<file path="config.mk">
export PLATFORM = sky130hd
export DESIGN_NAME = heap_sort_engine_flat
export DESIGN_NICKNAME = d
export VERILOG_FILES = /design/src/sv/hse_pkg.sv /design/src/sv/hse_ifs.sv /design/src/sv/heap_sort_engine.sv /design/src/flat_wrapper.sv
export SDC_FILE = /design/constraint.sdc
export NUM_CORES = 2
export LEC_CHECK = 0
export ABC_CLOCK_PERIOD_IN_PS = 8600
export BUFFER_PORTS_ARGS = -buffer_cell sky130_fd_sc_hd__buf_2
export CORE_UTILIZATION = 25
export CTS_BUF_LIST = sky130_fd_sc_hd__clkbuf_8 sky130_fd_sc_hd__clkbuf_16
export CTS_CLUSTER_DIAMETER = 100
export CTS_CLUSTER_SIZE = 8
export DETAILED_ROUTE_END_ITERATION = 8
export PLACE_DENSITY = 0.4
export SYNTH_ARGS = -nofsm -noshare
export SYNTH_HDL_FRONTEND = slang
export SYNTH_SLANG_ARGS = --single-unit
</file>
<file path="constraint.sdc">
create_clock -name clk -period 8.6 [get_ports clk]
set_input_delay 1.29 -clock clk [delete_from_list [all_inputs] [get_ports clk]]
set_output_delay 1.29 -clock clk [all_outputs]
set_load 0.01 [all_outputs]
</file>
<file path="src/sv/hse_pkg.sv">
// Shared constants for the heap sort engine.
`default_nettype none
package hse_pkg;
	localparam int VALUE_W = 32;
	localparam int MAX_ITEMS_DEF = 64;
	localparam int DATA_WIDTH_DEF = 32;
endpackage
`default_nettype wire

</file>
<file path="src/sv/hse_ifs.sv">
// Valid/ready channel interfaces for items, results and the configuration register.
`default_nettype none
interface hse_in_if;
	logic valid;
	logic ready;
	logic [hse_pkg::VALUE_W-1:0] item_value;
	logic item_last;
	modport source (output valid, output item_value, output item_last, input ready);
	modport sink (input valid, input item_value, input item_last, output ready);
endinterface

interface hse_out_if;
	logic valid;
	logic ready;
	logic [hse_pkg::VALUE_W-1:0] sorted_value;
	logic sorted_last;
	logic items_dropped;
	modport source (output valid, output sorted_value, output sorted_last,
		output items_dropped, input ready);
	modport sink (input valid, input sorted_value, input sorted_last,
		input items_dropped, output ready);
endinterface

interface hse_cfg_if;
	logic valid;
	logic ready;
	logic sort_descending;
	modport source (output valid, output sort_descending, input ready);
	modport sink (input valid, input sort_descending, output ready);
endinterface
`default_nettype wire

</file>
<file path="src/sv/heap_sort_engine.sv">
// Heap sort engine: collects a set of values in a dual-read memory and emits them sorted.
// Values are loaded one word per cycle until the word flagged last, which starts the sort;
// no new word is taken until the last sorted word has been handed to the output register.
// The sort builds a heap in place and then extracts the root repeatedly. At each sift level
// both children are read in the same cycle on the memory's two read ports and the compare
// and write-back happen when the data returns; when the path ends at a leaf, a final step
// places the sifted word there. Each heapify sift starts with the states S_HRD and S_HSET,
// each extraction passes through S_ERD and S_EXT, and the result side can stall an
// extraction. Words beyond MAX_ITEMS are discarded and flagged on every result of that set.
`default_nettype none
module heap_sort_engine #(
	parameter int MAX_ITEMS = hse_pkg::MAX_ITEMS_DEF,
	parameter int DATA_WIDTH = hse_pkg::DATA_WIDTH_DEF
) (
	input wire logic clk,
	input wire logic arst_n,
	hse_in_if.sink items,
	hse_out_if.source results,
	hse_cfg_if.sink cfg
);
	localparam int AW = $clog2(MAX_ITEMS);
	localparam int CW = $clog2(MAX_ITEMS + 1);
	localparam int IW = AW + 2;

	localparam logic [2:0] S_LOAD = 3'd0;
	localparam logic [2:0] S_HRD = 3'd1;
	localparam logic [2:0] S_HSET = 3'd2;
	localparam logic [2:0] S_SIFT = 3'd3;
	localparam logic [2:0] S_PUT = 3'd4;
	localparam logic [2:0] S_ERD = 3'd5;
	localparam logic [2:0] S_EXT = 3'd6;

	function automatic logic [IW-1:0] child_l(input logic [AW-1:0] p);
		return {1'b0, p, 1'b1};
	endfunction

	function automatic logic [IW-1:0] child_r(input logic [AW-1:0] p);
		return {1'b0, p, 1'b0} + IW'(2);
	endfunction

	logic [DATA_WIDTH-1:0] mem [MAX_ITEMS];
	logic [DATA_WIDTH-1:0] rd0_q, rd1_q;

	logic [2:0] state_q, state_d;
	logic extract_q, extract_d;
	logic [AW-1:0] pos_q, pos_d, k_q, k_d;
	logic [DATA_WIDTH-1:0] x_q, x_d;
	logic [CW-1:0] count_q, count_d, count_m1, count_p;
	logic ovf_q, ovf_d, desc_q;
	logic ovalid_q, oload;
	logic [hse_pkg::VALUE_W-1:0] oval_q;
	logic olast_q, odrop_q;

	logic we;
	logic [AW-1:0] waddr, raddr0, raddr1;
	logic [DATA_WIDTH-1:0] wdata;
	logic out_free, sift_done, r_ok, pick_r, stop;
	logic [IW-1:0] len_ext, pick_idx, pick_l, pick_rc, head_l, head_r;
	logic [DATA_WIDTH-1:0] best;

	function automatic logic ranks_above(input logic d, input logic [DATA_WIDTH-1:0] a,
		input logic [DATA_WIDTH-1:0] b);
		return d ? (a > b) : (a < b);
	endfunction

	assign items.ready = (state_q == S_LOAD);
	assign cfg.ready = 1'b1;
	assign results.valid = ovalid_q;
	assign results.sorted_value = oval_q;
	assign results.sorted_last = olast_q;
	assign results.items_dropped = odrop_q;

	assign out_free = !ovalid_q || results.ready;
	assign count_m1 = count_q - CW'(1);
	assign count_p = count_q + CW'(1);
	assign len_ext = IW'(count_q);

	assign r_ok = child_r(pos_q) < len_ext;
	assign pick_r = r_ok && ranks_above(desc_q, rd1_q, rd0_q);
	assign best = pick_r ? rd1_q : rd0_q;
	assign pick_idx = pick_r ? child_r(pos_q) : child_l(pos_q);
	assign pick_l = child_l(pick_idx[AW-1:0]);
	assign pick_rc = child_r(pick_idx[AW-1:0]);
	assign head_l = child_l(k_q);
	assign head_r = child_r(k_q);
	assign stop = ranks_above(desc_q, x_q, best);

	always_comb begin
		logic [CW-1:0] nc;
		logic [CW-1:0] k0;
		state_d = state_q;
		extract_d = extract_q;
		pos_d = pos_q;
		k_d = k_q;
		x_d = x_q;
		count_d = count_q;
		ovf_d = ovf_q;
		we = 1'b0;
		waddr = pos_q;
		wdata = x_q;
		raddr0 = '0;
		raddr1 = count_m1[AW-1:0];
		sift_done = 1'b0;
		oload = 1'b0;
		nc = count_q;
		k0 = '0;
		case (state_q)
			S_LOAD: begin
				if (items.valid) begin
					if (count_q < CW'(MAX_ITEMS)) begin
						we = 1'b1;
						waddr = count_q[AW-1:0];
						wdata = DATA_WIDTH'(items.item_value);
						nc = count_p;
					end else begin
						ovf_d = 1'b1;
					end
					count_d = nc;
					if (items.item_last) begin
						k0 = nc >> 1;
						if (k0 == '0) begin
							extract_d = 1'b1;
							state_d = S_ERD;
						end else begin
							k0 = k0 - CW'(1);
							k_d = k0[AW-1:0];
							extract_d = 1'b0;
							state_d = S_HRD;
						end
					end
				end
			end
			S_HRD: begin
				raddr0 = k_q;
				state_d = S_HSET;
			end
			S_HSET: begin
				x_d = rd0_q;
				pos_d = k_q;
				raddr0 = head_l[AW-1:0];
				raddr1 = head_r[AW-1:0];
				state_d = S_SIFT;
			end
			S_SIFT: begin
				we = 1'b1;
				waddr = pos_q;
				if (stop) begin
					wdata = x_q;
					sift_done = 1'b1;
				end else begin
					wdata = best;
					pos_d = pick_idx[AW-1:0];
					if (pick_l < len_ext) begin
						raddr0 = pick_l[AW-1:0];
						raddr1 = pick_rc[AW-1:0];
					end else begin
						state_d = S_PUT;
					end
				end
			end
			S_PUT: begin
				we = 1'b1;
				sift_done = 1'b1;
			end
			S_ERD: begin
				state_d = S_EXT;
			end
			S_EXT: begin
				if (out_free) begin
					oload = 1'b1;
					if (count_q == CW'(1)) begin
						count_d = '0;
						ovf_d = 1'b0;
						state_d = S_LOAD;
					end else begin
						count_d = count_m1;
						x_d = rd1_q;
						pos_d = '0;
						if (count_q > CW'(2)) begin
							raddr0 = AW'(1);
							raddr1 = AW'(2);
							state_d = S_SIFT;
						end else begin
							we = 1'b1;
							waddr = '0;
							wdata = rd1_q;
							state_d = S_ERD;
						end
					end
				end
			end
			default: begin
				state_d = S_LOAD;
			end
		endcase
		if (sift_done) begin
			if (!extract_q && k_q != '0) begin
				k_d = k_q - AW'(1);
				state_d = S_HRD;
			end else begin
				extract_d = 1'b1;
				state_d = S_ERD;
			end
		end
	end

	always_ff @(posedge clk) begin
		if (we) begin
			mem[waddr] <= wdata;
		end
		rd0_q <= mem[raddr0];
		rd1_q <= mem[raddr1];
	end

	always_ff @(posedge clk or negedge arst_n) begin
		if (!arst_n) begin
			state_q <= S_LOAD;
			extract_q <= 1'b0;
			count_q <= '0;
			ovf_q <= 1'b0;
			desc_q <= 1'b0;
			ovalid_q <= 1'b0;
		end else begin
			state_q <= state_d;
			extract_q <= extract_d;
			count_q <= count_d;
			ovf_q <= ovf_d;
			if (cfg.valid) begin
				desc_q <= cfg.sort_descending;
			end
			if (oload) begin
				ovalid_q <= 1'b1;
			end else if (results.ready) begin
				ovalid_q <= 1'b0;
			end
		end
	end

	always_ff @(posedge clk) begin
		pos_q <= pos_d;
		k_q <= k_d;
		x_q <= x_d;
		if (oload) begin
			oval_q <= hse_pkg::VALUE_W'(rd0_q);
			olast_q <= (count_q == CW'(1));
			odrop_q <= ovf_q;
		end
	end
endmodule
`default_nettype wire

</file>
<file path="src/flat_wrapper.sv">
// flat-port wrapper written by rule: the top's interface ports become plain ports
module heap_sort_engine_flat 
#(
	parameter int MAX_ITEMS = hse_pkg::MAX_ITEMS_DEF,
	parameter int DATA_WIDTH = hse_pkg::DATA_WIDTH_DEF
)
  (clk, arst_n, items_valid, items_item_value, items_item_last, items_ready, results_valid, results_sorted_value, results_sorted_last, results_items_dropped, results_ready, cfg_valid, cfg_sort_descending, cfg_ready);
  hse_in_if items_i ();
  hse_out_if results_i ();
  hse_cfg_if cfg_i ();
  input wire logic clk;
  input wire logic arst_n;
  input wire logic [$bits(items_i.valid)-1:0] items_valid;
  input wire logic [$bits(items_i.item_value)-1:0] items_item_value;
  input wire logic [$bits(items_i.item_last)-1:0] items_item_last;
  output wire logic [$bits(items_i.ready)-1:0] items_ready;
  output wire logic [$bits(results_i.valid)-1:0] results_valid;
  output wire logic [$bits(results_i.sorted_value)-1:0] results_sorted_value;
  output wire logic [$bits(results_i.sorted_last)-1:0] results_sorted_last;
  output wire logic [$bits(results_i.items_dropped)-1:0] results_items_dropped;
  input wire logic [$bits(results_i.ready)-1:0] results_ready;
  input wire logic [$bits(cfg_i.valid)-1:0] cfg_valid;
  input wire logic [$bits(cfg_i.sort_descending)-1:0] cfg_sort_descending;
  output wire logic [$bits(cfg_i.ready)-1:0] cfg_ready;
  assign items_i.valid = items_valid;
  assign items_i.item_value = items_item_value;
  assign items_i.item_last = items_item_last;
  assign items_ready = items_i.ready;
  assign results_valid = results_i.valid;
  assign results_sorted_value = results_i.sorted_value;
  assign results_sorted_last = results_i.sorted_last;
  assign results_items_dropped = results_i.items_dropped;
  assign results_i.ready = results_ready;
  assign cfg_i.valid = cfg_valid;
  assign cfg_i.sort_descending = cfg_sort_descending;
  assign cfg_ready = cfg_i.ready;
  heap_sort_engine #(.MAX_ITEMS(MAX_ITEMS), .DATA_WIDTH(DATA_WIDTH)) u_core (.clk(clk), .arst_n(arst_n), .items(items_i), .results(results_i), .cfg(cfg_i));
endmodule
</file>
Word-level counts from Yosys, hierarchy flattened
Memory sizes are Yosys's and may differ from the RTL's. A register that Yosys moved wholly into a read port is not among the register bits.
Index checks and enable logic that the tools add are counted.
{ "op_classes": {"eq_ne": 20, "n_reduce_logical": 19, "muxes": 85, "addsub": 7, "n_lt_le_gt_ge": 8} }
{ "op_table": {"columns": ["cell", "count"], "rows": [
  ["2-to-1 mux 32 bit", 9],
  ["2-to-1 mux 6 bit", 24],
  ["case mux 32 bit (3 select lines)", 1],
  ["greater-than comparator 32 bit", 2],
  ["less-than comparator 32 bit", 2],
  ["case mux 32 bit (2 select lines)", 1],
  ["2-to-1 mux 7 bit", 6],
  ["case mux 6 bit (3 select lines)", 2],
  ["2-to-1 mux 3 bit", 10],
  ["2-to-1 mux 1 bit", 25],
  ["case mux 6 bit (4 select lines)", 1],
  ["case mux 3 bit (7 select lines)", 1],
  ["case mux 7 bit (2 select lines)", 1],
  ["adder 6 x 2 -> 6 bit (second input constant)", 2],
  ["!= test 3 x 2 -> 1 bit (second input constant)", 4],
  ["case mux 6 bit (2 select lines)", 1],
  ["subtractor 6 x 1 -> 6 bit (second input constant)", 2],
  ["== test 3 bit (second input constant)", 3],
  ["adder 7 x 2 -> 8 bit (second input constant)", 1],
  ["less-than comparator 8 x 7 -> 1 bit", 1],
  ["!= test 2 x 1 -> 1 bit (second input constant)", 4],
  ["!= test 2 bit (second input constant)", 4],
  ["AND reduction 4 bit", 2],
  ["adder 7 x 1 -> 7 bit (second input constant)", 1],
  ["22 further kinds", 29]
]} }
{ "totals": {"register_bits": 92, "ram_bits": 2048, "input_bits": 39, "out_inout_bits": 37, "mem_count": 1, "elab_cells": 153} }
{ "memory_table": {"columns": ["name", "depth", "width", "rd", "rd_ports_with_merged_regs", "write_ports", "line", "source"], "rows": [
  ["u_core.mem", 64, 32, 2, 2, 1, "heap_sort_engine.sv:41", "logic [DATA_WIDTH-1:0] mem [MAX_ITEMS];"]
]} }

Depth between registers and ports, before layout
{ "logic_depth": {"ltp_word": 11, "depth_mapped": 33, "ltp_nobuf": 26} }

Least setup slack after synthesis
Ideal clock, no wire load.
{ "synth_path": {"path_type": "register to register", "startpoint": "register u_core.pos_q[1]", "endpoint": "memory u_core.mem[0][16] in the netlist's numbering, data pin", "required_time_ps": 8052, "t_arrival_ps": 7420, "path_stages_with_launch": 26, "period_less_slack_ps": 7968, "slack_ps": 632, "path_buffers": 3, "setup_time_ps": 548, "cell_sequence": "edfxtp_1 > ha_1 > nand3_1 > xnor2_1 > ha_1 > o211ai_1 > a31oi_1 > nor2_1 > and3_1 > nor2_4 > clkbuf_1 > buf_1 > mux2i_1 > ha_1 > nand4_1 > or4_1 > o21ai_1 > a211o_1 > o211a_2 > nand2_1 > clkbuf_1 > nor2_1 > a211oi_1 > nor2_1 > nor2_1 > a21oi_1"} }
{ "synth_between": {"elab_chain_len": 8, "word_cells_on_any_way": 9, "cone_classes": "1 x add/sub; 3 x order compare; 4 x mux; 1 x reduce/logical"} }
{ "synth_lines": {"columns": ["item", "line", "source"], "rows": [
  ["from (decl)", "heap_sort_engine.sv:46", "logic [AW-1:0] pos_q, pos_d, k_q, k_d;"],
  ["from (signal assigned)", "heap_sort_engine.sv:240", "pos_q <= pos_d;"],
  ["adder 7 x 2 -> 8 bit (*)", "heap_sort_engine.sv:38", "return {1'b0, p, 1'b0} + IW'(2);"],
  ["less-than comparator 8 x 7 -> 1 bit (*)", "heap_sort_engine.sv:78", "assign r_ok = child_r(pos_q) < len_ext;"],
  ["logical AND 1 bit (*)", "heap_sort_engine.sv:79", "assign pick_r = r_ok && ranks_above(desc_q, rd1_q, rd0_q);"],
  ["2-to-1 mux 32 bit (*)", "heap_sort_engine.sv:80", "assign best = pick_r ? rd1_q : rd0_q;"],
  ["less-than comparator 32 bit or greater-than comparator 32 bit (tied branches)", "heap_sort_engine.sv:63", "return d ? (a > b) : (a < b);"],
  ["2-to-1 mux 1 bit", "heap_sort_engine.sv:63", null],
  ["2-to-1 mux 32 bit (*)", "heap_sort_engine.sv:147", "if (stop) begin"],
  ["case mux 32 bit (3 select lines) (*)", "heap_sort_engine.sv:107", "case (state_q)"],
  ["via u_core.wdata[16]", "heap_sort_engine.sv:56", "logic [DATA_WIDTH-1:0] wdata;"],
  ["to (decl)", "heap_sort_engine.sv:41", null]
]} }
Mark *: on every way through the listed nets, which the timed path passes. The rest lies on a longest branch.

Final worst setup path
{ "layout_path": {"startpoint": "register u_core.rd0_q[31], read port of u_core.mem", "endpoint": "register u_core.rd1_q[27], read port of u_core.mem"} }
{ "layout_between": {"elab_chain_len": 8, "word_cells_on_any_way": 14, "cone_classes": "1 x add/sub; 5 x order compare; 7 x mux; 1 x reduce/logical"} }
{ "layout_lines": {"columns": ["item", "line", "source"], "rows": [
  ["from (decl)", "heap_sort_engine.sv:42", "logic [DATA_WIDTH-1:0] rd0_q, rd1_q;"],
  ["less-than comparator 32 bit or greater-than comparator 32 bit (tied branches)", "heap_sort_engine.sv:63", null],
  ["2-to-1 mux 1 bit", "heap_sort_engine.sv:63", null],
  ["logical AND 1 bit", "heap_sort_engine.sv:79", null],
  ["2-to-1 mux 32 bit or 2-to-1 mux 6 bit (tied branches)", "heap_sort_engine.sv:80, heap_sort_engine.sv:81", null],
  ["less-than comparator 32 bit (tied with other cells)", "heap_sort_engine.sv:63", null],
  ["2-to-1 mux 1 bit or 2-to-1 mux 6 bit (tied branches)", "heap_sort_engine.sv:63, heap_sort_engine.sv:153", null],
  ["2-to-1 mux 6 bit (*)", "heap_sort_engine.sv:147", null],
  ["case mux 6 bit (3 select lines) (*)", "heap_sort_engine.sv:107", null],
  ["to (decl)", "heap_sort_engine.sv:42", null]
]} }
Mark *: on every way between the ends. The rest lies on a longest branch, timed or not.
A chain may end at the register's enable or synchronous reset.

==> qor.csv <==
stage;metric;value;unit
status;status;finished with violations;
status;violated_checks;capacitance limit, slew limit;
sta;timing.slew.headroom;-0.00222;
sta;ratio_of_final_minimum_period_to_clock_period;0.988;
drt;postRouteWirelength;546000;µm
sta;final_worst_clock_skew;0.0483;ns
layout;fraction_of_layout_instances_using_a_drive_strength_above_1;0.133;
clocking;cts_buffers;315;
worst_setup_path;crit_path_top_delay_cell;nor4_1;
worst_setup_path;critical-path-max-stage-delay;1.23;ns
clocking;cts.root.buffer_cell;clkbuf_16;
synthesis;synth_top_area_frac;0.581;
clocking;clock_tree.buffer_depth;4;
synthesis;synth_nets;10600;
sta;tightest_slew;1.49;ns
sta;final_hold_viol_count;0;
worst_setup_path;cpLargestDelayFamily;simple AND/OR/NAND/NOR gates;
sta;slew_viol_final;1;
worst_setup_path;critical_path.startpoint;u_core.rd0_q[31]$_DFF_P_;
floorplan;initial_core_util;0.252;
place;port-buffer-count;74;
synthesis;synth_seq_cells;2204;
sta;timing.fmax;0.118;GHz
synthesis;synth_async_sr_flop_share;0.00635;
worst_setup_path;regToRegStartpoint;u_core.rd0_q[31]$_DFF_P_;
drt;dr.first_iter.drc_count;12800;
synthesis;yosys-top-cells-area;edfxtp_1 (58%), nand2_1 (9.1%), nand3_1 (5.0%);
place;gp_congestion;0.901;
floorplan;floorplan.core_area;435000;µm²
sta;finalHoldWorstSlack;0.280;ns
synthesis;most_frequent_cell_after_synthesis;nand2_1;
drt;ratio_of_routed_vias_to_standard_cells;5.69;
place;placed_cells_incl_taps;16200;
layout;n_fill_cell;44000;
clocking;cts_tree;done;
worst_setup_path;critical_path_buf_inv_count;4;
worst_setup_path;reg2reg_depth;25;
worst_setup_path;setup.worst_path.start_class;register;
drt;drc_errors;0;
layout;nNetsFinal;10900;
synthesis;synth-main-ff-cell;edfxtp_1;
drt;routedWlPerCell;32.7;µm
worst_setup_path;crit_path_required_time;9.32;ns
global_route;grt_antenna_before_repair;36;
drt;routed-via-count;95000;
floorplan;floorplan.io_pins;76;
floorplan;num_rows;242;
worst_setup_path;critPathMaxFanout;29;
floorplan;floorplan.die.height;664;µm
run;number_of_max_cap_violations;1;
layout;fin_util;0.303;
synthesis;yosys.area.top_type;edfxtp_1;
global_route;global_route.usage.total;0.237;
global_route;global_route_wire_length_before_repair;743000;µm
drt;route.antenna.remaining_nets;0;
place;dp_hpwl;354000;µm
clocking;clock_insertion_delay_worst_skew;0.95;ns
synthesis;ys_types;99;
clocking;cts_sink_count;2204;
synthesis;synthCells;10400;
global_route;overflow;0;
worst_setup_path;critical_path.reg2reg.endpoint;u_core.rd1_q[27]$_DFF_P_;
drt;first_pass_iters;7;
synthesis;yosys-top-cells-count;nand2_1 (2645), edfxtp_1 (2120), nand3_1 (1104), and3_1 (563), clkbuf_1 (366);
sta;period_minus_slack;8.50;ns
clocking;holdBufCountCts;0;
synthesis;avgSynthCellArea;10.5;µm²
clocking;clk_pin_slew_worst_paths;0.06;ns
layout;layout-area-overhead-vs-synth;20.4;%
synthesis;synth-edff-count;2120;
sta;rsz0062_at_grt;false;
worst_setup_path;reg2reg_setup_slack;0.10;ns
synthesis;yosysSeqAreaShare;0.597;
synthesis;syn-cell-area;110000;µm²
synthesis;synth_warnings;0;
hold_path;holdCritPathClass;input pin to asynchronous set/reset pin;
global_route;largest_net_degree_at_the_start_of_global_routing;77;
worst_setup_path;cp.arrival;9.22;ns
worst_setup_path;path_class;register to register;
global_route;grt_pass1_vias;88400;
worst_setup_path;crit_path_end_kind;register;
layout;layoutNonFillerInstCount;16700;
clocking;ctsHtreeMaxLevel;5;
sta;finalSetupViolCount;0;
floorplan;die_width;664;µm
sta;fin_tns_setup;0;ns
floorplan;die_area;441000;µm²
[flip-flops by register name, summed over array words and instances, names as in the netlist]
name,flops
u_core.results.sorted_value,32
u_core.state_q,3
u_core.results.items_dropped,1
u_core.desc_q,1
u_core.mem,2048
u_core.x_q,32
u_core.results.valid,1
u_core.extract_q,1
u_core.pos_q,6
u_core.k_q,6
u_core.rd0_q,32
u_core.rd1_q,32
u_core.ovf_q,1
u_core.results.sorted_last,1
u_core.count_q,7
[what timing repair did]
item                                    4_1_cts  5_1_grt
endpoints found under the hold margin         0        0
pin swaps                                     2        6
gates resized for setup                      25       16
buffers inserted                              6        4
endpoints found under the setup margin       26       32
[layer usage]
metal / wire, µm / vias up / global-route usage
met2: 240000 / 5711 / 0.366
li1: - / 39800 / -
met5: 106 / - / 0
met1: 230000 / 48400 / 0.325
met3: 53100 / 1058 / 0.0533
met4: 22500 / 16 / 0.0867
[stage by stage]
step	worst slack, ns	area, µm²
floorplan	0.632	110000
global placement	-1.38	123000
detailed placement	-0.753	123000
CTS	0.0146	132000
global route	0.00243	132000
finish	0.101	132000
[final cells by class]
class                      count  area (µm²)  area share
clock inverter               168         764     0.00580
timing repair buffer         873        8950      0.0679
antenna                       22        55.1    0.000417
inverter                      54         203     0.00154
multi-input combinational   7314       41200       0.313
clock buffer                 322        8050      0.0610
tap                         5734        7170      0.0544
sequential                  2204       65400       0.496
[logic make-up after synthesis]
kind of cell	count (synthesis)	share of synthesized area
AND/OR/NAND/NOR	5000	0.207
flip-flops	2204	0.597
AO/OA/AOI/OAI	1861	0.115
buffers and inverters	917	0.0373
multiplexers	343	0.0319
adder cells (fa/ha/maj)	85	0.00971
XOR/XNOR	24	0.00199
other	1	0.0000342
[placed cells by master (no fill, tap or decap), types with 73 or more instances in the layout]
master     instances
nand2_1         2644
ha_1              85
a21oi_1          347
a211oi_1          74
and3_1           562
o21ai_0          318
nor2_1           189
a31oi_1          335
mux2i_1          334
buf_4            592
a221oi_1          73
a311oi_1         151
nor2_4            93
inv_1            203
buf_12           206
buf_2             74
nand4_1          183
clkbuf_16        321
a32oi_1           95
nand3_1         1103
edfxtp_1        2120
[worst register-to-register path: cells and delay by family (launching register included)]
kind	cells	cell delay [ns]
adders and majority gates	2	0.68
buffers and inverters	4	0.98
AOI/OAI and AO/OA	9	2.27
muxes	1	0.18
and+or+nand+nor	9	3.60
DFF	1	0.58
[how the worst max path moves through the flow]
stage                                       end  slack, ns  depth (start not counted)
finish                 u_core.rd1_q[27]$_DFF_P_       0.10                         25
global route            u_core.rd0_q[2]$_DFF_P_      0.002                         29
CTS                    u_core.rd1_q[14]$_DFF_P_       0.01                         27
detailed placement     u_core.rd1_q[19]$_DFF_P_      -0.75                         28
global placement       u_core.rd1_q[19]$_DFF_P_      -1.38                         27
floorplan           u_core.mem[0][16]$_DFFE_PP_       0.63                         25
Power is left out: the tool's default activity adds up to more than one toggle a clock period on the data nets, which glitch-free logic cannot reach.
